`config.mk`:
```
export PLATFORM = sky130hd
export DESIGN_NAME = gbe_plan
export DESIGN_NICKNAME = d
export VERILOG_FILES = /design/src/hw/rtl/assert_macros.svh /design/src/hw/rtl/gbe_pkg.sv /design/src/hw/rtl/gbe_plan.sv
export SDC_FILE = /design/constraint.sdc
export NUM_CORES = 1
export LEC_CHECK = 0
export ABC_AREA = 1
export ABC_CLOCK_PERIOD_IN_PS = 6400
export BUFFER_PORTS_ARGS = -buffer_cell sky130_fd_sc_hd__buf_2
export CORE_MARGIN = 5
export CORE_UTILIZATION = 59
export DETAILED_ROUTE_END_ITERATION = 10
export PLACE_DENSITY_LB_ADDON = 0.1
export SLEW_MARGIN = 20
export SYNTH_ARGS = -nofsm -noshare
export SYNTH_HDL_FRONTEND = slang
export SYNTH_SLANG_ARGS = --single-unit
```
`constraint.sdc`:
```
create_clock -name vclk -period 6.4
set_input_delay 1.28 -clock vclk [all_inputs]
set_output_delay 1.28 -clock vclk [all_outputs]
set_load 0.02 [all_outputs]
```
`src/hw/rtl/assert_macros.svh`:
```
// Shared assertion macros. Each expects clk_i in scope; ASSERT_CLK also expects rst_ni.
`ifndef ASSERT_MACROS_SVH
`define ASSERT_MACROS_SVH

// Check prop at every clock edge outside reset.
`define ASSERT_CLK(lbl, prop, msg) \
  lbl: assert property (@(posedge clk_i) disable iff (!rst_ni) (prop)) else $error(msg);

// Check prop at every clock edge, reset included.
`define ASSERT_ALWAYS(lbl, prop, msg) \
  lbl: assert property (@(posedge clk_i) (prop)) else $error(msg);

`endif

```
`src/hw/rtl/gbe_pkg.sv`:
```
`timescale 1ns / 1ps

package gbe_pkg;

  localparam int unsigned BufDepthDef = 1024;
  localparam int unsigned ReqW        = 3;
  localparam int unsigned CharW       = 8;

  typedef enum logic [ReqW-1:0] {
    REQ_INSERT    = 3'd0,
    REQ_LEFT      = 3'd1,
    REQ_RIGHT     = 3'd2,
    REQ_BACKSPACE = 3'd3,
    REQ_CLEAR     = 3'd4,
    REQ_READ      = 3'd5
  } req_e;

  // Per-request control from the planner to the pipeline.
  typedef struct packed {
    logic ok;         // request succeeds
    logic re;         // read the store
    logic we;         // write the store as the request leaves the middle stage
    logic wsel_char;  // write data is the inserted byte, not the read byte
    logic rd_out;     // read byte goes to char_out
  } mem_ctl_t;

endpackage

```
`src/hw/rtl/gbe_plan.sv`:
```
`timescale 1ns / 1ps

module gbe_plan #(
  parameter int unsigned BUF_DEPTH = gbe_pkg::BufDepthDef,
  localparam int unsigned AW = $clog2(BUF_DEPTH),
  localparam int unsigned PW = $clog2(BUF_DEPTH + 1)
) (
  input  logic [gbe_pkg::ReqW-1:0] req_type_i,
  input  logic [AW-1:0]            read_index_i,
  input  logic [PW-1:0]            cursor_i,
  input  logic [PW-1:0]            gap_end_i,
  output gbe_pkg::mem_ctl_t        ctl_o,
  output logic [AW-1:0]            raddr_o,
  output logic [AW-1:0]            waddr_o,
  output logic [PW-1:0]            cursor_o,
  output logic [PW-1:0]            gap_end_o,
  output logic [PW-1:0]            length_o
);

  import gbe_pkg::*;

  localparam logic [PW-1:0] DepthP = PW'(BUF_DEPTH);

  logic [PW-1:0] cur_m1;
  logic [PW-1:0] gap_m1;
  logic [PW-1:0] len_now;
  logic [PW-1:0] idx_ext;
  logic [PW-1:0] back_addr;

  assign cur_m1    = cursor_i - PW'(1);
  assign gap_m1    = gap_end_i - PW'(1);
  assign len_now   = cursor_i + DepthP - gap_end_i;
  assign idx_ext   = PW'(read_index_i);
  // Skip the gap for indexes at or past the cursor.
  assign back_addr = (idx_ext - cursor_i) + gap_end_i;

  always_comb begin
    ctl_o     = '0;
    ctl_o.ok  = 1'b1;
    raddr_o   = read_index_i;
    waddr_o   = cursor_i[AW-1:0];
    cursor_o  = cursor_i;
    gap_end_o = gap_end_i;
    case (req_e'(req_type_i))
      REQ_INSERT: begin
        if (cursor_i != gap_end_i) begin
          ctl_o.we        = 1'b1;
          ctl_o.wsel_char = 1'b1;
          cursor_o        = cursor_i + PW'(1);
        end else begin
          ctl_o.ok = 1'b0;
        end
      end
      REQ_LEFT: begin
        if (cursor_i != '0) begin
          ctl_o.re  = 1'b1;
          ctl_o.we  = 1'b1;
          raddr_o   = cur_m1[AW-1:0];
          waddr_o   = gap_m1[AW-1:0];
          cursor_o  = cur_m1;
          gap_end_o = gap_m1;
        end
      end
      REQ_RIGHT: begin
        if (gap_end_i != DepthP) begin
          ctl_o.re  = 1'b1;
          ctl_o.we  = 1'b1;
          raddr_o   = gap_end_i[AW-1:0];
          waddr_o   = cursor_i[AW-1:0];
          cursor_o  = cursor_i + PW'(1);
          gap_end_o = gap_end_i + PW'(1);
        end
      end
      REQ_BACKSPACE: begin
        if (cursor_i != '0) begin
          cursor_o = cur_m1;
        end
      end
      REQ_CLEAR: begin
        cursor_o  = '0;
        gap_end_o = DepthP;
      end
      REQ_READ: begin
        if (idx_ext >= len_now) begin
          ctl_o.ok = 1'b0;
        end else begin
          ctl_o.re     = 1'b1;
          ctl_o.rd_out = 1'b1;
          raddr_o      = (idx_ext < cursor_i) ? read_index_i : back_addr[AW-1:0];
        end
      end
      default: begin
        ctl_o.ok = 1'b0;
      end
    endcase
  end

  assign length_o = cursor_o + DepthP - gap_end_o;

endmodule
```
Yosys cells after proc, flatten, opt, wreduce, memory -nomap -nowiden
Cells that the tools add are included.
{"block": "word_totals", "reg_bits": 0, "latch_bits": 0, "ramBits": 0, "mem_bits_ro": 0, "out_inout_bits": 58, "memories": 0}
{"block": "op_classes", "addsub": 10, "mul": 0, "div": 0, "n_lt_le_gt_ge": 2, "eq_ne": 7, "shift": 0, "n_mux": 24, "bitwise_logic": 0, "reduce_logical": 4}
{"op": "10-bit two-way mux", "n": 6}
{"op": "11-bit two-way mux", "n": 5}
{"op": "11-bit one-hot mux with 4 select lines", "n": 1}
{"op": "11-bit one-hot mux with 3 select lines", "n": 1}
{"op": "10-bit one-hot mux with 3 select lines", "n": 1}
{"op": "11-bit by 1-bit adder with 11-bit output, second input constant", "n": 2}
{"op": "11-bit adder, second input constant", "n": 2}
{"op": "11-bit by 1-bit subtractor with 11-bit output, second input constant", "n": 2}
{"op": "11-bit subtractor", "n": 2}
{"op": "10-bit by 11-bit >= comparator with 1-bit output", "n": 1}
{"op": "10-bit by 11-bit less-than comparator with 1-bit output", "n": 1}
{"op": "11-bit inequality test", "n": 1}
{"op": "11-bit inequality test, second input constant", "n": 1}
{"op": "11-bit nonzero test", "n": 1}
{"op": "10-bit adder", "n": 1}
{"op": "10-bit subtractor", "n": 1}
{"op": "1-bit one-hot mux with 3 select lines", "n": 3}
{"op": "3-bit by 2-bit == test with 1-bit output, second input constant", "n": 2}
{"op": "3-bit == test, second input constant", "n": 2}
{"op": "2-bit two-way mux", "n": 3}
{"op": "1-bit two-way mux", "n": 4}
{"op": "4-bit OR reduction", "n": 1}
{"op": "3-bit by 1-bit == test with 1-bit output, second input constant", "n": 1}
{"op": "3-bit zero test", "n": 1}
{"op": "2-bit OR reduction", "n": 1}

Depth between registers and ports, before layout
Gate-level depths: netlist of run 1.
{"block": "logic_depth", "word_depth": 5, "ltp_mapped": 26}

Worst setup path before layout of run 1
Ideal clock, no wire load.
{"block": "synth_timing", "path_kind": "input-to-output", "start": "input cursor_i[0]", "end": "output length_o[8]", "arrival_ns": 4.871, "path_slack_ns": 0.249, "path_stages": 19, "path_buffers": 1, "cell_sequence": "buf_2 > inv_1 > ha_1 > nand2_1 > nor2_1 > nand2_1 > nand2_2 > nand2_4 > inv_1 > o311ai_0 > ha_1 > ha_1 > nand2_1 > o21ai_0 > a21oi_1 > o21ai_0 > nand2_1 > nand2_1 > xor2_1"}
{"block": "synth_via", "elab_chain_len": 5, "elab_cells_between_ends": 12}
{"item": "start, declared", "line_no": "gbe_plan.sv:10", "source": "input logic [PW-1:0] cursor_i,"}
{"item": "11-bit by 1-bit subtractor with 11-bit output, or another cell as far along", "line_no": "gbe_plan.sv:30", "source": "assign cur_m1 = cursor_i - PW'(1);"}
{"item": "11-bit two-way mux, on equally long branches"}
{"item": "11-bit one-hot mux with 4 select lines *", "line_no": "gbe_plan.sv:44", "source": "case (req_e'(req_type_i))"}
{"item": "named net cursor_o[5]", "line_no": "gbe_plan.sv:15", "source": "output logic [PW-1:0] cursor_o,"}
{"item": "11-bit adder *", "line_no": "gbe_plan.sv:98", "source": "assign length_o = cursor_o + DepthP - gap_end_o;"}
{"item": "11-bit subtractor *", "line_no": "gbe_plan.sv:98"}
{"item": "end, declared", "line_no": "gbe_plan.sv:17", "source": "output logic [PW-1:0] length_o"}
Mark *: on every way through the listed nets, which the timed path passes. The rest lies on a longest branch.

Worst setup path in the final report of run 1
{"block": "layout_timing", "start": "input gap_end_i[0]", "end": "output length_o[9]"}
{"block": "layout_via", "elab_chain_len": 5, "elab_cells_between_ends": 12}
{"item": "start, declared", "line_no": "gbe_plan.sv:11", "source": "input logic [PW-1:0] gap_end_i,"}
{"item": "11-bit inequality test, on equally long branches", "line_no": "gbe_plan.sv:65, gbe_plan.sv:46"}
{"item": "11-bit two-way mux, on equally long branches", "line_no": "gbe_plan.sv:65, gbe_plan.sv:46"}
{"item": "11-bit one-hot mux with 4 select lines", "line_no": "gbe_plan.sv:44"}
{"item": "11-bit adder", "line_no": "gbe_plan.sv:98"}
{"item": "11-bit subtractor *", "line_no": "gbe_plan.sv:98"}
Every way passes the cells marked *; elsewhere a longest branch is shown, timed or not.

==> summary.md, run 1 <==
Layout
• 1032 — final layout net count
• 22.2% — relative area change from synthesis to final layout
• 0 — number of sequential cells in the layout
• 0 — clock buf count
• 22.5% — share of layout cells above drive strength 1
• 0 um2 — footprint of the flip-flops and latches
• 0 — number of inserted diodes

Floorplanning
• 61.3% — effective utilization at floorplan
• 93 — count of boundary I/O pins
• 31 — number of placement rows
• 9500 um2 — die area
• 97.5 um — die width
• 97.5 um — die height
• 7370 um2 — CORE AREA

Pwr
• 138 nW/um2 — PwrDens
• 3.12 nW — Leak
• 63.6% — switching share of power
• 100.0% — Logic pwr share
• 0.0900 mV — peak ir drop on the vdd network
• 0% — sequential share of power
• 278 uW — P_int
• 486 uW — switching power
• 0% — power share of the clock group

Yosys
• 786 — Post-Syn Instances
• 4510 um2 — synthesized area
• 5.43% — xor/xnor cell area share of the yosys netlist
• simple AND/OR/NAND/NOR gates — largest family of logic cells by synthesized area
• 40.0% — area share of and/or/nand/nor cells after synthesis
• 42 — Cell variety after synth
• 16.2% — fraction of the mapped netlist area in compound gates
• 0 — total number of yosys warnings
• 5.74 um2 — Post-Syn Area per Cell
• 24.6% — adder and majority cell fraction of the synthesized area
• 0% — sequential share of the synthesized area
• 903 — Synthesized Nets
• 0% — mux share of post-synthesis cell area

Place
• 14.9 mm — DP Wirelength
• 1.09 — final estimated routing congestion in global placement
• 93 — count of port buffers added during placement

GRT
• 28.6 mm — first-pass GRT wire length
• 0 — number of antenna violations at the first check in global routing
• 36.0% — Tot GR Track Use
• 18 — largest net degree at the start of global routing
• 0 — grt ovf
• 5839 — via count of the first global-routing pass

Setup path
• 5120 ps — CP Data Required Time
• 6 — largest fanout on the critical path
• gap_end_i[0] — worst setup path startpoint
• output pin — Worst Setup End Kind
• 4950 ps — CP Data Arrival Time
• primary input to output pin — WS Path Type
• primary input — kind of launch point of the worst setup path

Detailed routing
• 0 — DRT antenna net count
• 5 — number of detailed-routing iterations run before antenna repair
• 6.09 — routed vias/inst
• 0 — DRC errors left
• 18.2 um — mean routed wirelength per cell
• 650 — drt initial violations
• 18.4 mm — sum of routed wire length over all layers
• 6163 — DR vias

STA
• 6230 ps — Tmin final
• 97.4% — Tcrit/Tclk final
• 0 — final hold violation count
• 40.7% — Worst slew margin
• 0 ps — Setup TNS Final
• 2980 ps — Min Hold Slack
• 0 — final max-slew violation count
• 882 ps — slew of the pin with the lowest slew margin
• 0 — Final Setup Violations
• 0.160 GHz — Fmax achieved

Worst hold path
• gap_end_i[0] — Worst Min Path Start
• waddr_o[0] — end point of the most critical hold path
• 3 — Worst Hold Path Cells
• primary input to output pin — Min-Delay Path Class

Clock network
• 0 — hold buffer count at cts

Status
• finished, final reports clean — outcome

Job
• 0 — count of max-cap constraint violations

## stage by stage
stage               util, %  instance area [um2]  worst slack, ps  cells  power [mW]
detailed placement     71.8                 5290             -158    999       0.714
global route           74.8                 5520            -28.9   1012       0.833
finish                 74.8                 5520              166   1012       0.763
global placement       71.8                 5290            -86.7    999       0.688
CTS                    72.1                 5310             29.7   1001       0.718
floorplan                 -                 4510              249    786       0.483
## worst max-delay path, cell delays in order
cell and delay (ps):
sky130_fd_sc_hd__buf_2 150, sky130_fd_sc_hd__inv_2 100, sky130_fd_sc_hd__ha_1 190, sky130_fd_sc_hd__buf_4 140, sky130_fd_sc_hd__nand2_1 130, sky130_fd_sc_hd__nor2_2 160, sky130_fd_sc_hd__nand4_1 260, sky130_fd_sc_hd__nor2_4 180
sky130_fd_sc_hd__nor2_2 80, sky130_fd_sc_hd__o211ai_1 220, sky130_fd_sc_hd__inv_1 80, sky130_fd_sc_hd__ha_1 280, sky130_fd_sc_hd__ha_2 200, sky130_fd_sc_hd__inv_1 70, sky130_fd_sc_hd__fa_2 360, sky130_fd_sc_hd__o21ai_2 170
sky130_fd_sc_hd__nand2_1 70, sky130_fd_sc_hd__nand2_1 70, sky130_fd_sc_hd__nand2_1 60, sky130_fd_sc_hd__nand2_2 80, sky130_fd_sc_hd__a21oi_1 80, sky130_fd_sc_hd__o21bai_1 210, sky130_fd_sc_hd__xor2_1 170, sky130_fd_sc_hd__buf_4 160
## metal layers
metal	vias up	track usage [%]	wire (um)	share of wire [%]
met2	458	57.9	8000	44
met5	-	0	0	0
met4	0	10.9	686	3.7
met1	2761	47.8	7080	39
met3	71	8.11	2610	14
li1	2873	-	-	-
## Yosys cell counts (all sizes together) (6+ instances only)
library cell    n  area, um2
xor2           22        193
ha             71        888
a21oi          37        193
buf            10       77.6
inv           137        519
nor3           15       85.1
nand2         212        836
nor2           58        253
o211ai         19        143
fa             11        220
o21ai          44        220
nand4          25        156
xnor2           6       52.6
nand3          82        420
## cells in the final DEF, fill, tap and decap left out, types with 3 or more instances in the layout
master                     netlist  routed
sky130_fd_sc_hd__nand2_2         7       6
sky130_fd_sc_hd__o21ai_1        14      15
sky130_fd_sc_hd__nand2_1       202     201
sky130_fd_sc_hd__o211ai_1       19      19
sky130_fd_sc_hd__nor2_1         50      48
sky130_fd_sc_hd__nand3_1        80      79
sky130_fd_sc_hd__o21ai_0        30      27
sky130_fd_sc_hd__nor3_1         13      12
sky130_fd_sc_hd__nand4_1        25      25
sky130_fd_sc_hd__a21oi_2         2       5
sky130_fd_sc_hd__fa_1           11      10
sky130_fd_sc_hd__o31ai_1         5       5
sky130_fd_sc_hd__a22oi_1         5       5
sky130_fd_sc_hd__nor2_4          3       4
sky130_fd_sc_hd__xor2_1         22      21
sky130_fd_sc_hd__nand2_4         3       3
sky130_fd_sc_hd__nand3b_1        5       5
sky130_fd_sc_hd__xnor2_1         6       6
sky130_fd_sc_hd__nor2_2          5       6
sky130_fd_sc_hd__o21bai_1        4       4
sky130_fd_sc_hd__inv_4           2       3
sky130_fd_sc_hd__ha_1           71      67
sky130_fd_sc_hd__buf_2           5      91
sky130_fd_sc_hd__buf_4           1      48
sky130_fd_sc_hd__inv_1         121     117
sky130_fd_sc_hd__a21oi_1        35      32
sky130_fd_sc_hd__inv_2          14      17
sky130_fd_sc_hd__nor3_2          2       3
## layout make-up
type | count | area (um2)
Multi-Input combinational cell | 632 | 4010
Fill cell | 640 | 1850
Timing Repair Buffer | 142 | 855
Inverter | 139 | 529
Tap cell | 99 | 124
## power groups by stage
stage               Sequential [mW]  Clock, mW  Combinational, mW
finish                            0          0              0.763
global route                      0          0              0.833
CTS                               0          0              0.718
detailed placement                0          0              0.714
global placement                  0          0              0.688
floorplan                         0          0              0.483
## cell families (layout without fill, tap and decap cells)
| group | Yosys count | in the layout |
|---|---|---|
| and+or+nand+nor | 400 | 400 |
| AOI/OAI and AO/OA | 122 | 122 |
| xor gates and xnor gates | 28 | 28 |
| buffers and inverters | 154 | 281 |
| adders and majority gates | 82 | 82 |
## worst max path at each step
stage | slack [ps] | cells after the start | end
finish | 170 | 24 | length_o[9]
global route | -30 | 25 | length_o[9]
global placement | -90 | 24 | length_o[9]
floorplan | 250 | 19 | length_o[8]
CTS | 30 | 24 | length_o[9]
detailed placement | -160 | 24 | length_o[9]
## timing repair
item,in CTS,in global routing
endpoints found under the setup margin,1,17
pin swaps,1,10
buffers inserted,2,11
gates resized for setup,1,33
Note: power is estimated with default switching activity, not from simulation.
==> run 2, diff against run 1 <==
--- a/config.mk
+++ b/config.mk
@@ -11,7 +11,7 @@
 export CORE_MARGIN = 5
 export CORE_UTILIZATION = 59
 export DETAILED_ROUTE_END_ITERATION = 10
-export PLACE_DENSITY_LB_ADDON = 0.1
+export PLACE_DENSITY = 0.82
 export SLEW_MARGIN = 20
 export SYNTH_ARGS = -nofsm -noshare
 export SYNTH_HDL_FRONTEND = slang
==> summary.md, run 2 (synthesis results as in run 1) <==
Status
• finished, final reports clean — outcome

GRT
• 18 — largest net degree at the start of global routing
• 0 — grt ovf
• 0 — number of antenna violations at the first check in global routing
• 27.7 mm — first-pass GRT wire length
• 34.8% — Tot GR Track Use
• 5720 — via count of the first global-routing pass

Setup path
• 5120 ps — CP Data Required Time
• 4 — largest fanout on the critical path
• output pin — Worst Setup End Kind
• primary input — kind of launch point of the worst setup path
• gap_end_i[1] — worst setup path startpoint
• primary input to output pin — WS Path Type
• 4960 ps — CP Data Arrival Time
• length_o[9] — crit path capture

STA
• true — setup repair after global routing missed its margin
• 2980 ps — Min Hold Slack
• 898 ps — slew of the pin with the lowest slew margin
• 0 — final max-slew violation count
• 39.9% — Worst slew margin
• 6240 ps — Tmin final
• 0 — final hold violation count
• 0.160 GHz — Fmax achieved
• 97.5% — Tcrit/Tclk final
• 0 — Final Setup Violations

Place
• 93 — count of port buffers added during placement
• 14.7 mm — DP Wirelength
• 1.09 — final estimated routing congestion in global placement

Detailed routing
• 6057 — DR vias
• 6.10 — routed vias/inst
• 17.9 mm — sum of routed wire length over all layers
• 18.0 um — mean routed wirelength per cell
• 678 — drt initial violations
• 0 — DRC errors left
• 0 — DRT antenna net count
• 6 — number of detailed-routing iterations run before antenna repair

Floorplanning
• 61.3% — effective utilization at floorplan
• 7370 um2 — CORE AREA
• 97.5 um — die width
• 93 — count of boundary I/O pins
• 31 — number of placement rows
• 97.5 um — die height
• 9500 um2 — die area

Layout
• 20.7% — share of layout cells above drive strength 1
• sky130_fd_sc_hd__nand2_1 — most common cell after layout, fill and taps aside
• 1013 — final layout net count
• 0 um2 — footprint of the flip-flops and latches
• sky130_fd_sc_hd__nand2_1 (200), sky130_fd_sc_hd__inv_1 (118), sky130_fd_sc_hd__buf_2 (91), sky130_fd_sc_hd__nand3_1 (79), sky130_fd_sc_hd__ha_1 (67) — commonest cells after routing, fill and taps aside
• 0 — number of sequential cells in the layout
• 0 — number of inserted diodes
• 0 — clock buf count
• 19.2% — relative area change from synthesis to final layout
• 73.0% — fin util

Clock network
• 0 — hold buffer count at cts

Worst hold path
• primary input to output pin — Min-Delay Path Class

Pwr
• 139 nW/um2 — PwrDens
• 0.0858 mV — peak ir drop on the vdd network
• 747 uW — PnR Total Power
• 3.03 nW — Leak

Job
• 0 — count of max-cap constraint violations

## run 2: cell count changes in the layout (fill, tap and decap cells not counted), sizes merged
cell      delta
buf         -19
inv          -1
clkinvlp     +1
## run 2: worst min path at each step
stage                        end  depth (start not counted)         start
global route          waddr_o[0]                          3  gap_end_i[0]
floorplan           gap_end_o[6]                          2  gap_end_i[6]
finish                waddr_o[0]                          3  gap_end_i[0]
detailed placement    waddr_o[0]                          3  gap_end_i[0]
CTS                   waddr_o[0]                          3  gap_end_i[0]
global placement      waddr_o[0]                          3  gap_end_i[0]
## run 2: through the flow
step,std cells,cell area (um2),setup TNS (ps),worst slack [ps]
CTS,988,5200,0,2.00
global route,993,5380,-85.9,-54.1
detailed placement,987,5190,-92.1,-92.1
floorplan,786,4510,0,249
finish,993,5380,0,159
global placement,987,5190,0,33.1
## run 2: cell type report
cell class / count / area (um2)
inverters: 139 / 533
repair buffers: 123 / 703
fillers: 678 / 1990
well taps: 99 / 124
multi-input cells: 632 / 4020
## run 2: timing repair
action	in CTS	in global routing
cloned	0	0
buffers inserted	1	5
hold endpoints to repair	0	0
endpoints found under the setup margin	1	18
pin swaps	1	10
gates resized for setup	1	35
## run 2: metal layers
| layer | global-route usage, % | vias to the layer above | wire (um) |
|---|---|---|---|
| met3 | 6.53 | 90 | 2550 |
| met2 | 54.3 | 479 | 7550 |
| li1 | - | 2821 | - |
| met5 | 0 | - | 0 |
| met4 | 14.3 | 0 | 817 |
| met1 | 46.9 | 2667 | 6950 |
## run 2: where the power goes
part           total, mW  switching, mW  internal, mW
Combinational      0.747          0.481         0.265
Clock                  0              0             0
Sequential             0              0             0
## run 2: worst max-delay path, stage by stage
cell,delay [ps]
sky130_fd_sc_hd__buf_2,140
sky130_fd_sc_hd__clkinvlp_4,130
sky130_fd_sc_hd__buf_4,140
sky130_fd_sc_hd__ha_4,150
sky130_fd_sc_hd__nand2_1,120
sky130_fd_sc_hd__nor2_2,150
sky130_fd_sc_hd__nand4_1,280
sky130_fd_sc_hd__nor2_4,200
sky130_fd_sc_hd__nor2_2,80
sky130_fd_sc_hd__o211ai_1,230
sky130_fd_sc_hd__inv_1,70
sky130_fd_sc_hd__ha_1,270
sky130_fd_sc_hd__ha_1,190
sky130_fd_sc_hd__inv_1,80
sky130_fd_sc_hd__fa_1,410
sky130_fd_sc_hd__o21ai_2,170
sky130_fd_sc_hd__nand2_1,70
sky130_fd_sc_hd__nand2_1,80
sky130_fd_sc_hd__nand2_1,50
sky130_fd_sc_hd__nand2_1,100
sky130_fd_sc_hd__a21oi_1,80
sky130_fd_sc_hd__o21bai_1,150
sky130_fd_sc_hd__xor2_1,170
sky130_fd_sc_hd__buf_4,160
